===== config.mk =====
export PLATFORM = sky130hd
export DESIGN_NAME = md5_hash_engine_unit
export DESIGN_NICKNAME = d
export VERILOG_FILES = /design/src/sv/md5he_pkg.sv /design/src/sv/md5he_ram.sv /design/src/sv/md5_hash_engine_unit.sv
export SDC_FILE = /design/constraint.sdc
export NUM_CORES = 2
export LEC_CHECK = 0
export ABC_AREA = 1
export BUFFER_PORTS_ARGS = -buffer_cell sky130_fd_sc_hd__buf_2
export CORE_MARGIN = 3
export CORE_UTILIZATION = 45
export DETAILED_ROUTE_END_ITERATION = 16
export PLACE_DENSITY = 0.64
export RECOVER_POWER = 25
export SLEW_MARGIN = 5
export SYNTH_ARGS = -nofsm -noshare
export SYNTH_HDL_FRONTEND = slang
export SYNTH_SLANG_ARGS = --single-unit
export TNS_END_PERCENT = 5

===== constraint.sdc =====
create_clock -name clk -period 6.9 [get_ports clk]
set_input_delay 0.69 -clock clk [delete_from_list [all_inputs] [get_ports clk]]
set_output_delay 0.69 -clock clk [all_outputs]
set_load 0.02 [all_outputs]

===== src/sv/md5he_pkg.sv =====
// Package: MD5 engine types, constants and round tables.
package md5he_pkg;

	typedef struct packed {
		logic       is_last;
		logic       has_data;
		logic [7:0] data_byte;
	} md5he_req_t;

	typedef struct packed {
		logic [63:0] digest_high;
		logic [63:0] digest_low;
	} md5he_rsp_t;

	localparam logic [31:0] INIT_A = 32'h67452301;
	localparam logic [31:0] INIT_B = 32'hefcdab89;
	localparam logic [31:0] INIT_C = 32'h98badcfe;
	localparam logic [31:0] INIT_D = 32'h10325476;
	localparam logic [7:0]  PAD_BYTE = 8'h80;

	function automatic logic [31:0] round_k(input logic [5:0] r);
		logic [31:0] k;
		case (r)
			6'd0: k = 32'hd76aa478;  6'd1: k = 32'he8c7b756;
			6'd2: k = 32'h242070db;  6'd3: k = 32'hc1bdceee;
			6'd4: k = 32'hf57c0faf;  6'd5: k = 32'h4787c62a;
			6'd6: k = 32'ha8304613;  6'd7: k = 32'hfd469501;
			6'd8: k = 32'h698098d8;  6'd9: k = 32'h8b44f7af;
			6'd10: k = 32'hffff5bb1; 6'd11: k = 32'h895cd7be;
			6'd12: k = 32'h6b901122; 6'd13: k = 32'hfd987193;
			6'd14: k = 32'ha679438e; 6'd15: k = 32'h49b40821;
			6'd16: k = 32'hf61e2562; 6'd17: k = 32'hc040b340;
			6'd18: k = 32'h265e5a51; 6'd19: k = 32'he9b6c7aa;
			6'd20: k = 32'hd62f105d; 6'd21: k = 32'h02441453;
			6'd22: k = 32'hd8a1e681; 6'd23: k = 32'he7d3fbc8;
			6'd24: k = 32'h21e1cde6; 6'd25: k = 32'hc33707d6;
			6'd26: k = 32'hf4d50d87; 6'd27: k = 32'h455a14ed;
			6'd28: k = 32'ha9e3e905; 6'd29: k = 32'hfcefa3f8;
			6'd30: k = 32'h676f02d9; 6'd31: k = 32'h8d2a4c8a;
			6'd32: k = 32'hfffa3942; 6'd33: k = 32'h8771f681;
			6'd34: k = 32'h6d9d6122; 6'd35: k = 32'hfde5380c;
			6'd36: k = 32'ha4beea44; 6'd37: k = 32'h4bdecfa9;
			6'd38: k = 32'hf6bb4b60; 6'd39: k = 32'hbebfbc70;
			6'd40: k = 32'h289b7ec6; 6'd41: k = 32'heaa127fa;
			6'd42: k = 32'hd4ef3085; 6'd43: k = 32'h04881d05;
			6'd44: k = 32'hd9d4d039; 6'd45: k = 32'he6db99e5;
			6'd46: k = 32'h1fa27cf8; 6'd47: k = 32'hc4ac5665;
			6'd48: k = 32'hf4292244; 6'd49: k = 32'h432aff97;
			6'd50: k = 32'hab9423a7; 6'd51: k = 32'hfc93a039;
			6'd52: k = 32'h655b59c3; 6'd53: k = 32'h8f0ccc92;
			6'd54: k = 32'hffeff47d; 6'd55: k = 32'h85845dd1;
			6'd56: k = 32'h6fa87e4f; 6'd57: k = 32'hfe2ce6e0;
			6'd58: k = 32'ha3014314; 6'd59: k = 32'h4e0811a1;
			6'd60: k = 32'hf7537e82; 6'd61: k = 32'hbd3af235;
			6'd62: k = 32'h2ad7d2bb; 6'd63: k = 32'heb86d391;
			default: k = 32'h0;
		endcase
		return k;
	endfunction

	function automatic logic [4:0] round_s(input logic [5:0] r);
		logic [4:0] s;
		case ({r[5:4], r[1:0]})
			4'd0: s = 5'd7;   4'd1: s = 5'd12;  4'd2: s = 5'd17;  4'd3: s = 5'd22;
			4'd4: s = 5'd5;   4'd5: s = 5'd9;   4'd6: s = 5'd14;  4'd7: s = 5'd20;
			4'd8: s = 5'd4;   4'd9: s = 5'd11;  4'd10: s = 5'd16; 4'd11: s = 5'd23;
			4'd12: s = 5'd6;  4'd13: s = 5'd10; 4'd14: s = 5'd15; 4'd15: s = 5'd21;
			default: s = 5'd0;
		endcase
		return s;
	endfunction

	function automatic logic [3:0] word_sel(input logic [5:0] r);
		logic [3:0] g;
		case (r[5:4])
			2'd0: g = r[3:0];
			2'd1: g = 4'(r[3:0] * 4'd5 + 4'd1);
			2'd2: g = 4'(r[3:0] * 4'd3 + 4'd5);
			default: g = 4'(r[3:0] * 4'd7);
		endcase
		return g;
	endfunction

endpackage


===== src/sv/md5he_ram.sv =====
// Generic single-port-write, registered-read RAM.
module md5he_ram #(
	parameter int WIDTH = 32,
	parameter int DEPTH = 16
) (
	input  logic                     clk,
	input  logic                     we,
	input  logic [$clog2(DEPTH)-1:0] waddr,
	input  logic [WIDTH-1:0]         wdata,
	input  logic [$clog2(DEPTH)-1:0] raddr,
	output logic [WIDTH-1:0]         rdata
);
	logic [WIDTH-1:0] mem_q [DEPTH];

	always_ff @(posedge clk) begin
		if (we) begin
			mem_q[waddr] <= wdata;
		end
		rdata <= mem_q[raddr];
	end
endmodule


===== src/sv/md5_hash_engine_unit.sv =====
// MD5 streaming engine top level: byte gathering, padding and round sequencer.
// A byte that does not complete a block is just gathered; a block-completing byte
// adds a read-priming step, 64 rounds through one adder chain, and one chain add.
// A last item adds padding at one byte per cycle, one or two compressions, then
// the digest waits in an output register. No byte is taken in the meantime.
// Reset loads the MD5 initial chain, clears position and count; block RAM is not reset.
module md5_hash_engine_unit (
	input  logic                   clk,
	input  logic                   arst_n,
	input  logic                   in_valid,
	output logic                   in_ready,
	input  md5he_pkg::md5he_req_t  in_data,
	output logic                   out_valid,
	input  logic                   out_ready,
	output md5he_pkg::md5he_rsp_t  out_data
);
	import md5he_pkg::*;

	typedef enum logic [2:0] {
		ST_IDLE, ST_PAD, ST_LEN, ST_RND, ST_ADD, ST_OUT
	} state_t;

	state_t      state_q;
	logic [5:0]  pos_q;
	logic [63:0] cnt_q;
	logic [31:0] ha_q, hb_q, hc_q, hd_q;
	logic [31:0] a_q, b_q, c_q, d_q;
	logic [5:0]  rnd_q;
	logic        prime_q;
	logic        closing_q;
	logic        second_q;

	logic        ram_we;
	logic [3:0]  ram_waddr;
	logic [31:0] ram_wdata;
	logic [3:0]  ram_raddr;
	logic [31:0] ram_rdata;
	logic [31:0] wbuf_q;

	// words assembled in wbuf_q before a 32-bit write
	logic [7:0]  wr_byte;
	logic        wr_en;
	logic [31:0] wmerge;

	always_comb begin
		wmerge = wbuf_q;
		case (pos_q[1:0])
			2'd0: wmerge[7:0] = wr_byte;
			2'd1: wmerge[15:8] = wr_byte;
			2'd2: wmerge[23:16] = wr_byte;
			default: wmerge[31:24] = wr_byte;
		endcase
	end

	assign ram_we    = wr_en && (pos_q[1:0] == 2'd3);
	assign ram_waddr = pos_q[5:2];
	assign ram_wdata = wmerge;

	logic [5:0] rnd_next;
	assign rnd_next  = rnd_q + 6'd1;
	assign ram_raddr = word_sel(prime_q ? rnd_q : rnd_next);

	md5he_ram #(.WIDTH(32), .DEPTH(16)) u_ram (
		.clk   (clk),
		.we    (ram_we),
		.waddr (ram_waddr),
		.wdata (ram_wdata),
		.raddr (ram_raddr),
		.rdata (ram_rdata)
	);

	logic [31:0] mix, sum, rot;
	logic [4:0]  sh;
	always_comb begin
		case (rnd_q[5:4])
			2'd0: mix = (b_q & c_q) | (~b_q & d_q);
			2'd1: mix = (d_q & b_q) | (~d_q & c_q);
			2'd2: mix = b_q ^ c_q ^ d_q;
			default: mix = c_q ^ (b_q | ~d_q);
		endcase
		sum = a_q + mix + round_k(rnd_q) + ram_rdata;
		sh  = round_s(rnd_q);
		rot = (sum << sh) | (sum >> (6'd32 - {1'b0, sh}));
	end

	logic in_fire, out_fire;
	assign in_ready  = (state_q == ST_IDLE);
	assign in_fire   = in_valid && in_ready;
	assign out_valid = (state_q == ST_OUT);
	assign out_fire  = out_valid && out_ready;

	// byte written this cycle
	always_comb begin
		wr_en   = 1'b0;
		wr_byte = 8'h00;
		case (state_q)
			ST_IDLE: begin
				wr_en   = in_fire && in_data.has_data;
				wr_byte = in_data.data_byte;
			end
			ST_PAD: begin
				wr_en   = 1'b1;
				wr_byte = second_q ? 8'h00 : PAD_BYTE;
			end
			ST_LEN: begin
				wr_en   = 1'b1;
				wr_byte = cnt_q[8*pos_q[2:0] +: 8];
			end
			default: ;
		endcase
	end

	always_ff @(posedge clk or negedge arst_n) begin
		if (!arst_n) begin
			state_q   <= ST_IDLE;
			pos_q     <= '0;
			cnt_q     <= '0;
			ha_q      <= INIT_A;
			hb_q      <= INIT_B;
			hc_q      <= INIT_C;
			hd_q      <= INIT_D;
			a_q       <= '0;
			b_q       <= '0;
			c_q       <= '0;
			d_q       <= '0;
			wbuf_q    <= '0;
			rnd_q     <= '0;
			prime_q   <= 1'b0;
			closing_q <= 1'b0;
			second_q  <= 1'b0;
		end else begin
			if (wr_en) begin
				pos_q  <= pos_q + 6'd1;
				wbuf_q <= wmerge;
			end
			case (state_q)
				ST_IDLE: begin
					if (in_fire) begin
						closing_q <= in_data.is_last;
						second_q  <= 1'b0;
						if (in_data.has_data) begin
							cnt_q <= cnt_q + 64'd8;
						end
						if (in_data.has_data && pos_q == 6'd63) begin
							state_q <= ST_RND;
							prime_q <= 1'b1;
							rnd_q   <= '0;
						end else if (in_data.is_last) begin
							state_q <= ST_PAD;
						end
					end
				end
				ST_PAD: begin
					// first cycle writes 0x80, then zeros until length or block end
					second_q <= 1'b1;
					if (pos_q == 6'd55) begin
						state_q <= ST_LEN;
					end else if (pos_q == 6'd63) begin
						state_q <= ST_RND;
						prime_q <= 1'b1;
						rnd_q   <= '0;
					end
				end
				ST_LEN: begin
					if (pos_q == 6'd63) begin
						state_q   <= ST_RND;
						prime_q   <= 1'b1;
						rnd_q     <= '0;
						closing_q <= 1'b0;
					end
				end
				ST_RND: begin
					if (prime_q) begin
						prime_q <= 1'b0;
						a_q <= ha_q;
						b_q <= hb_q;
						c_q <= hc_q;
						d_q <= hd_q;
					end else begin
						a_q <= d_q;
						d_q <= c_q;
						c_q <= b_q;
						b_q <= b_q + rot;
						rnd_q <= rnd_next;
						if (rnd_q == 6'd63) begin
							state_q <= ST_ADD;
						end
					end
				end
				ST_ADD: begin
					ha_q <= ha_q + a_q;
					hb_q <= hb_q + b_q;
					hc_q <= hc_q + c_q;
					hd_q <= hd_q + d_q;
					if (closing_q) begin
						state_q <= ST_PAD;
					end else if (second_q) begin
						state_q <= ST_OUT;
					end else begin
						state_q <= ST_IDLE;
					end
				end
				ST_OUT: begin
					if (out_fire) begin
						state_q  <= ST_IDLE;
						second_q <= 1'b0;
						pos_q    <= '0;
						cnt_q    <= '0;
						ha_q     <= INIT_A;
						hb_q     <= INIT_B;
						hc_q     <= INIT_C;
						hd_q     <= INIT_D;
					end
				end
				default: state_q <= ST_IDLE;
			endcase
		end
	end

	assign out_data.digest_low  = {hb_q, ha_q};
	assign out_data.digest_high = {hd_q, hc_q};

`ifndef NO_ASSERTIONS
	a_ready_idle: assert property (@(posedge clk) disable iff (!arst_n)
		in_ready |-> !out_valid) else $error("ready while digest pending");
	a_out_pos: assert property (@(posedge clk) disable iff (!arst_n)
		out_valid |-> pos_q == 6'd0) else $error("digest with partial block");
	a_rnd_end: assert property (@(posedge clk) disable iff (!arst_n)
		(state_q == ST_ADD) |-> $past(rnd_q) == 6'd63) else $error("short compression");
	a_out_hold: assert property (@(posedge clk) disable iff (!arst_n)
		out_valid && !out_ready |=> out_valid && $stable(out_data))
		else $error("digest changed while stalled");
`endif
endmodule


### After elaboration in Yosys (flattened, before gate mapping)

Memories as Yosys holds them, arrays and structs flattened. A register that Yosys moved wholly into a read port is not among the register bits.
Index checks and enable logic that the tools add are counted.

* output and inout bits: 130
* register bits: 370
* ROM bits: 2128
* memories kept: 3
* memory bits (writable): 512

* add/subtract/negate cells: 14
* shift operators: 3
* reduce and logical (&&, ||, !) cells: 22
* equality and inequality tests: 24
* bitwise logic cells: 13
* multiply operators: 3
* mux-type cells: 58

Memories
* (no name shown): words 64, bits a word 32, rd ports 1, clocked after memory_dff 0, write ports 0, RTL line md5he_pkg.sv:23 `case (r)`
* u_ram.mem_q: words 16, bits a word 32, rd ports 1, clocked after memory_dff 1, write ports 1, RTL line md5he_ram.sv:13 `logic [WIDTH-1:0] mem_q [DEPTH];`
* (no name shown): words 16, bits a word 5, rd ports 1, clocked after memory_dff 0, write ports 0, RTL line md5he_pkg.sv:63 `case ({r[5:4], r[1:0]})`

Operator list (number)
* adder 32 bit: 8
* two-way mux 32 bit: 8
* one-hot mux 32 bit (2 select lines): 4
* two-way mux 64 bit: 3
* bitwise AND 32 bit: 4
* OR 32 bit: 4
* one-hot mux 64 bit (2 select lines): 1
* one-hot mux 32 bit (3 select lines): 1
* XOR 32 bit: 3
* adder 64 x 4 -> 64 bit (second input constant): 1
* inverter 32 bit: 2
* variable part select 64 x 7 -> 8 bit: 1
* two-way mux 6 bit: 8
* two-way mux 8 bit: 5
* << shifter 32 x 5 -> 32 bit: 1
* right shift 32 x 6 -> 32 bit: 1
* two-way mux 3 bit: 10
* one-hot mux 6 bit (4 select lines): 1
* one-hot mux 8 bit (3 select lines): 1
* equality test 6 bit (second input constant): 3
* one-hot mux 3 bit (6 select lines): 1
* adder 6 x 1 -> 6 bit (second input constant): 2
* one-hot mux 4 bit (3 select lines): 1
* two-way mux 1 bit: 10
* other kinds (28): 53

### Depth between registers and ports, before layout

* word-level depth: 11
* gate-level depth with buffers: 53
* gate-level depth less buffers: 51

### Cells and area by module

A second synthesis with hierarchy kept.

* cells, all modules: 7810
* area, all modules: 59928.7 µm²

By module, submodules not included
* md5_hash_engine_unit: area each 37196.9 µm², cells each 5688, instances 1, seq. area each 9263.9 µm²
* md5he_ram: area each 22731.8 µm², cells each 2122, instances 1, seq. area each 16015.4 µm²

### Worst setup path after synthesis

No wires, ideal clock.

* path kind: register to register
* from: register rnd_q[0]
* to: register b_q[24]
* stages on the path, launching flop included: 49
* setup slack: -0.529 ns
* arrival: 7.296 ns
* cell sequence: dfrtp_1 -> buf_2 -> inv_1 -> ha_1 -> clkbuf_1 -> nand2_1 -> inv_1 -> nor2_1 -> nand2_1 -> o311ai_0 -> nand4_1 -> fa_1 -> inv_1 -> fa_1 -> inv_1 -> ha_1 -> inv_1 -> fa_1 -> (+13 left out) -> nand2_1 -> a32oi_1 -> nand2_1 -> ha_1 -> fa_1 -> nand2_1 -> nand2_1 -> a21oi_1 -> o211ai_1 -> nand2_1 -> nand2_1 -> a21oi_1 -> o21ai_0 -> nand2_1 -> o21ai_0 -> xor2_1 -> nor2_1 -> o22ai_1

* cells in the longest elaborated chain, start to end: 7
* elaborated cells between the ends (all ways): 10
* classes of those cells: 4 x add/sub; 2 x shift; 1 x mux; 1 x bitwise; 2 x memory

Ends and longest elaborated chain
* start: declaration: RTL line md5_hash_engine_unit.sv:28 `logic [5:0] rnd_q;`
* start signal: assignment: RTL line md5_hash_engine_unit.sv:184 `rnd_q <= rnd_next;`
* memory (64 x 32 bit)
* adder 32 bit (2 in a row): RTL line md5_hash_engine_unit.sv:81 `sum = a_q + mix + round_k(rnd_q) + ram_rdata;`
* right shift 32 x 6 -> 32 bit / << shifter 32 x 5 -> 32 bit (equally long branches): RTL line md5_hash_engine_unit.sv:83 `rot = (sum << sh) | (sum >> (6'd32 - {1'b0, sh}));`
* OR 32 bit (*): RTL line md5_hash_engine_unit.sv:83
* adder 32 bit (*): RTL line md5_hash_engine_unit.sv:183 `b_q <= b_q + rot;`
* two-way mux 32 bit (*): RTL line md5_hash_engine_unit.sv:173 `if (prime_q) begin`
* end signal: assignment: RTL line md5_hash_engine_unit.sv:176 `b_q <= hb_q;`
* end signal: assignment: RTL line md5_hash_engine_unit.sv:183
* end: declaration: RTL line md5_hash_engine_unit.sv:27 `logic [31:0] a_q, b_q, c_q, d_q;`

Mark *: on every way between the ends. The rest lies on a longest branch, timed or not.
A chain may end at the register's enable or synchronous reset.

### Worst setup path after layout

* from: register rnd_q[4]
* to: register b_q[19]

* cells in the longest elaborated chain, start to end: 9
* elaborated cells between the ends (all ways): 15
* classes of those cells: 5 x add/sub; 2 x eq/ne; 2 x shift; 2 x mux; 1 x bitwise; 1 x reduce/logical; 2 x memory

Ends and longest elaborated chain
* equality test 2 bit (tied with other cells): RTL line md5_hash_engine_unit.sv:75 `case (rnd_q[5:4])`
* one-hot mux 32 bit (3 select lines): RTL line md5_hash_engine_unit.sv:75
* adder 32 bit (3 in a row): RTL line md5_hash_engine_unit.sv:81
* right shift 32 x 6 -> 32 bit / << shifter 32 x 5 -> 32 bit (equally long branches): RTL line md5_hash_engine_unit.sv:83
* OR 32 bit (*): RTL line md5_hash_engine_unit.sv:83
* adder 32 bit (*): RTL line md5_hash_engine_unit.sv:183
* two-way mux 32 bit (*): RTL line md5_hash_engine_unit.sv:173

Marked as above.

==> results by group <==
Global route
  – Vias in the first global route: 53700
  – Largest net degree at the start of global routing: 161
  – Global-route wire length before repair: 345000 µm
  – GRT overflow: 0
  – All-Layer GR Usage: between 30 and 40%
  – Initial antenna violation count: 3

Min path
  – Hold_sp: in_data[9]
  – Hold Crit Depth: 3
  – Worst hold endpoint: closing_q$_DFFE_PN0P_
  – HP Class: in -> reg

STA
  – Hold WS: 0.306 ns
  – Final Hold Fails: 0
  – Clock skew: 0.0870 ns
  – Fmax: roughly 140 MHz
  – Final slew viol count: 374
  – Post-route setup slack: -0.484 ns
  – Minimum clock period: around 7.4 ns
  – Least-Margin Pin Slew: 3.90 ns
  – Relative slew slack: -160%
  – RSZ-0062 raised after global routing: true
  – Finish-stage setup viols: 26
  – TNS Setup: -8.29 ns
  – Final period util: 107%

Finish
  – Most frequent cells in the layout: 1234 x nand2_1, 920 x buf_4, 889 x inv_1
  – Final core occ: approximately 56%
  – Most common cell after layout, fill and taps aside: nand2_1
  – Layout cells sized above 1: 20.3%
  – Nets@finish: 8418
  – P&R area growth vs syn: 24.1%

Setup path
  – Cells on worst reg2reg path: 44
  – Critical path's slowest cell: dfrtp_2
  – FF-to-FF setup slack: -0.48 ns
  – Crit path max fanout: 22
  – Worst R2R End: b_q[19]$_DFFE_PN0P_
  – WP data required: 7.50 ns
  – Worst path most repeated cell: buf_4
  – Crit-path max cell delay: 0.49 ns
  – Worst Setup Path Type: reg -> reg
  – Reg2reg start: rnd_q[4]$_DFFE_PN0P_
  – Crit end category: flop
  – CP startpoint kind: flop
  – Critical Path AT: between 7 and 8 ns

Synthesis
  – Number of flops mapped to enable cells by yosys: 512
  – Sequential share of the synthesized area: a little over two fifths
  – Asr flop ratio synth: between 40% and 50%
  – Post-synthesis register bit count: 911
  – Top_reg_cell synth: edfxtp_1
  – Synth Cell Area: 58000 µm²
  – Synth Instances: 7245
  – Synth Warn #: 0
  – Mean post-synth cell area: about 8.0 µm²
  – Post-synth cell types: 75
  – Syn nets: 7547

Floorplan
  – Initial cell density of the core: about 45%
  – Rows: 131
  – Die area: ~130000 µm²
  – Chip Width: 365 µm
  – Die Y: 365 µm
  – Core area: 128000 µm²
  – IO Count: 144

Drt
  – Routed WL: about 240000 µm
  – Routed Antenna Nets: 0
  – Drt first pass iters: 6
  – Routed vias/inst: 5.80
  – Starting DRT DRC Count: about 5800
  – Post-DR wirelength/cell: 23.9 µm
  – DR vias: 57200
  – DRC viols: 0

Clock network
  – TritonCTS Buffers: 100
  – Max Buffers Root-to-Sink: 3
  – Worst-path clk slew: 0.06 ns
  – Root buf cell: clkbuf_16
  – Clk Latency, worst-skew pair: 0.77 ns
  – CTS tree: done
  – Htree depth: 3
  – TritonCTS sink count: 911

Placement
  – Hpwl dp: ~170000 µm
  – PortBufs: 143
  – Final Wtd Congestion: 1.07

Job
  – Max-cap violations: 4

Outcome
  – Outcome: finished, violations left
  – Violated checks: max-capacitance violations, max-slew violations, negative setup slack
[metrics by stage]
step | instances | setup slack (ns) | instance area (µm²)
final | 9867 | -0.484 | 71900
after detailed placement | 9641 | -1.32 | 66800
after floorplan | 7245 | -0.0187 | 58000
after global placement | 9641 | -1.34 | 66800
after CTS | 9850 | -0.432 | 71300
after global routing | 9865 | -0.828 | 71900
[flip-flops by register name, indices dropped and copies added (netlist names), 3 cells and up]
name / cells
hd_q: 32
rnd_q: 6
cnt_q: 61
pos_q: 6
c_q: 32
b_q: 32
wbuf_q: 32
u_ram.mem_q: 512
state_q: 3
d_q: 32
u_ram.rdata: 32
a_q: 32
hc_q: 32
hb_q: 32
ha_q: 32
[layer usage]
metal | share of wire (%) | up-vias | global-route usage, % | wire length [µm]
met4 | 5.1 | 4 | 15.4 | 12100
met3 | 7.8 | 510 | 5.74 | 18300
met1 | 42 | 27600 | 46.3 | 98200
met5 | 0.0097 | - | 0 | 23
met2 | 46 | 2344 | 55.3 | 108000
li1 | - | 26800 | - | -
[how the worst max path moves through the flow]
stage / startpoint / end / slack, ns
after floorplan: rnd_q[0]$_DFFE_PN0P_ / b_q[30]$_DFFE_PN0P_ / -0.02
after global placement: rnd_q[1]$_DFFE_PN0P_ / b_q[28]$_DFFE_PN0P_ / -1.34
after detailed placement: rnd_q[0]$_DFFE_PN0P_ / b_q[31]$_DFFE_PN0P_ / -1.32
after CTS: rnd_q[0]$_DFFE_PN0P_ / b_q[24]$_DFFE_PN0P_ / -0.43
after global routing: rnd_q[4]$_DFFE_PN0P_ / b_q[31]$_DFFE_PN0P_ / -0.83
final: rnd_q[4]$_DFFE_PN0P_ / b_q[19]$_DFFE_PN0P_ / -0.48
[layout make-up]
cell class | count | area (µm²)
flip-flops and latches | 911 | 25300
inverters | 942 | 3550
diodes | 2 | 5.00
multi-input cells | 5067 | 29600
clock buffers | 140 | 2770
fillers | 11900 | 55800
clock inverters | 49 | 618
repair buffers | 1094 | 8000
well taps | 1662 | 2080
[cells in the mapped netlist (all sizes together) (59+ instances only)]
library cell | number | area share, %
xor2 | 64 | 0.99
ha | 218 | 4.7
o21ai | 841 | 7.3
inv | 936 | 6.1
a21oi | 722 | 6.3
clkbuf | 232 | 1.5
dfrtp | 303 | 13
dfstp | 64 | 2.9
nor4 | 59 | 0.65
nand2 | 1303 | 8.5
buf | 92 | 0.72
fa | 70 | 2.4
nand3 | 440 | 3.8
o22ai | 82 | 0.89
nor2 | 563 | 3.7
nor3 | 113 | 1.0
edfxtp | 512 | 27
o211ai | 194 | 2.5
a31oi | 59 | 0.64
[repair_timing]
action | 4_1_cts | 5_1_grt
setup endpoints to repair | 31 | 30
hold endpoints to repair | 23 | 0
hold buffers | 1 | 0
pin swaps | 73 | 80
resized for setup | 273 | 174
setup buffers | 19 | 15
[critical path, delay by kind of cell, from the launching register on]
kind                     cells  cell delay [ns]
buffers and inverters       12             1.75
XOR/XNOR                     1             0.08
AND/OR/NAND/NOR             18             2.18
AO/OA/AOI/OAI                9             1.33
adder cells (fa/ha/maj)      4             1.33
flip-flops                   1             0.49
[cell families (layout without fill, tap and decap cells)]
group | after synthesis | after routing | share of synthesized area [%]
compound gates | 2107 | 2107 | 20.6
xor+xnor | 94 | 94 | 1.45
fa+ha+maj | 288 | 288 | 7.12
buf+inv | 1267 | 2225 | 8.34
flops | 911 | 911 | 43.6
mux | 1 | 1 | 0.0173
other cells | 0 | 2 | 0
simple gates | 2577 | 2577 | 18.8
Power is not shown: default switching activity piles up to over one toggle a cycle in this logic, so the estimate is an artifact.
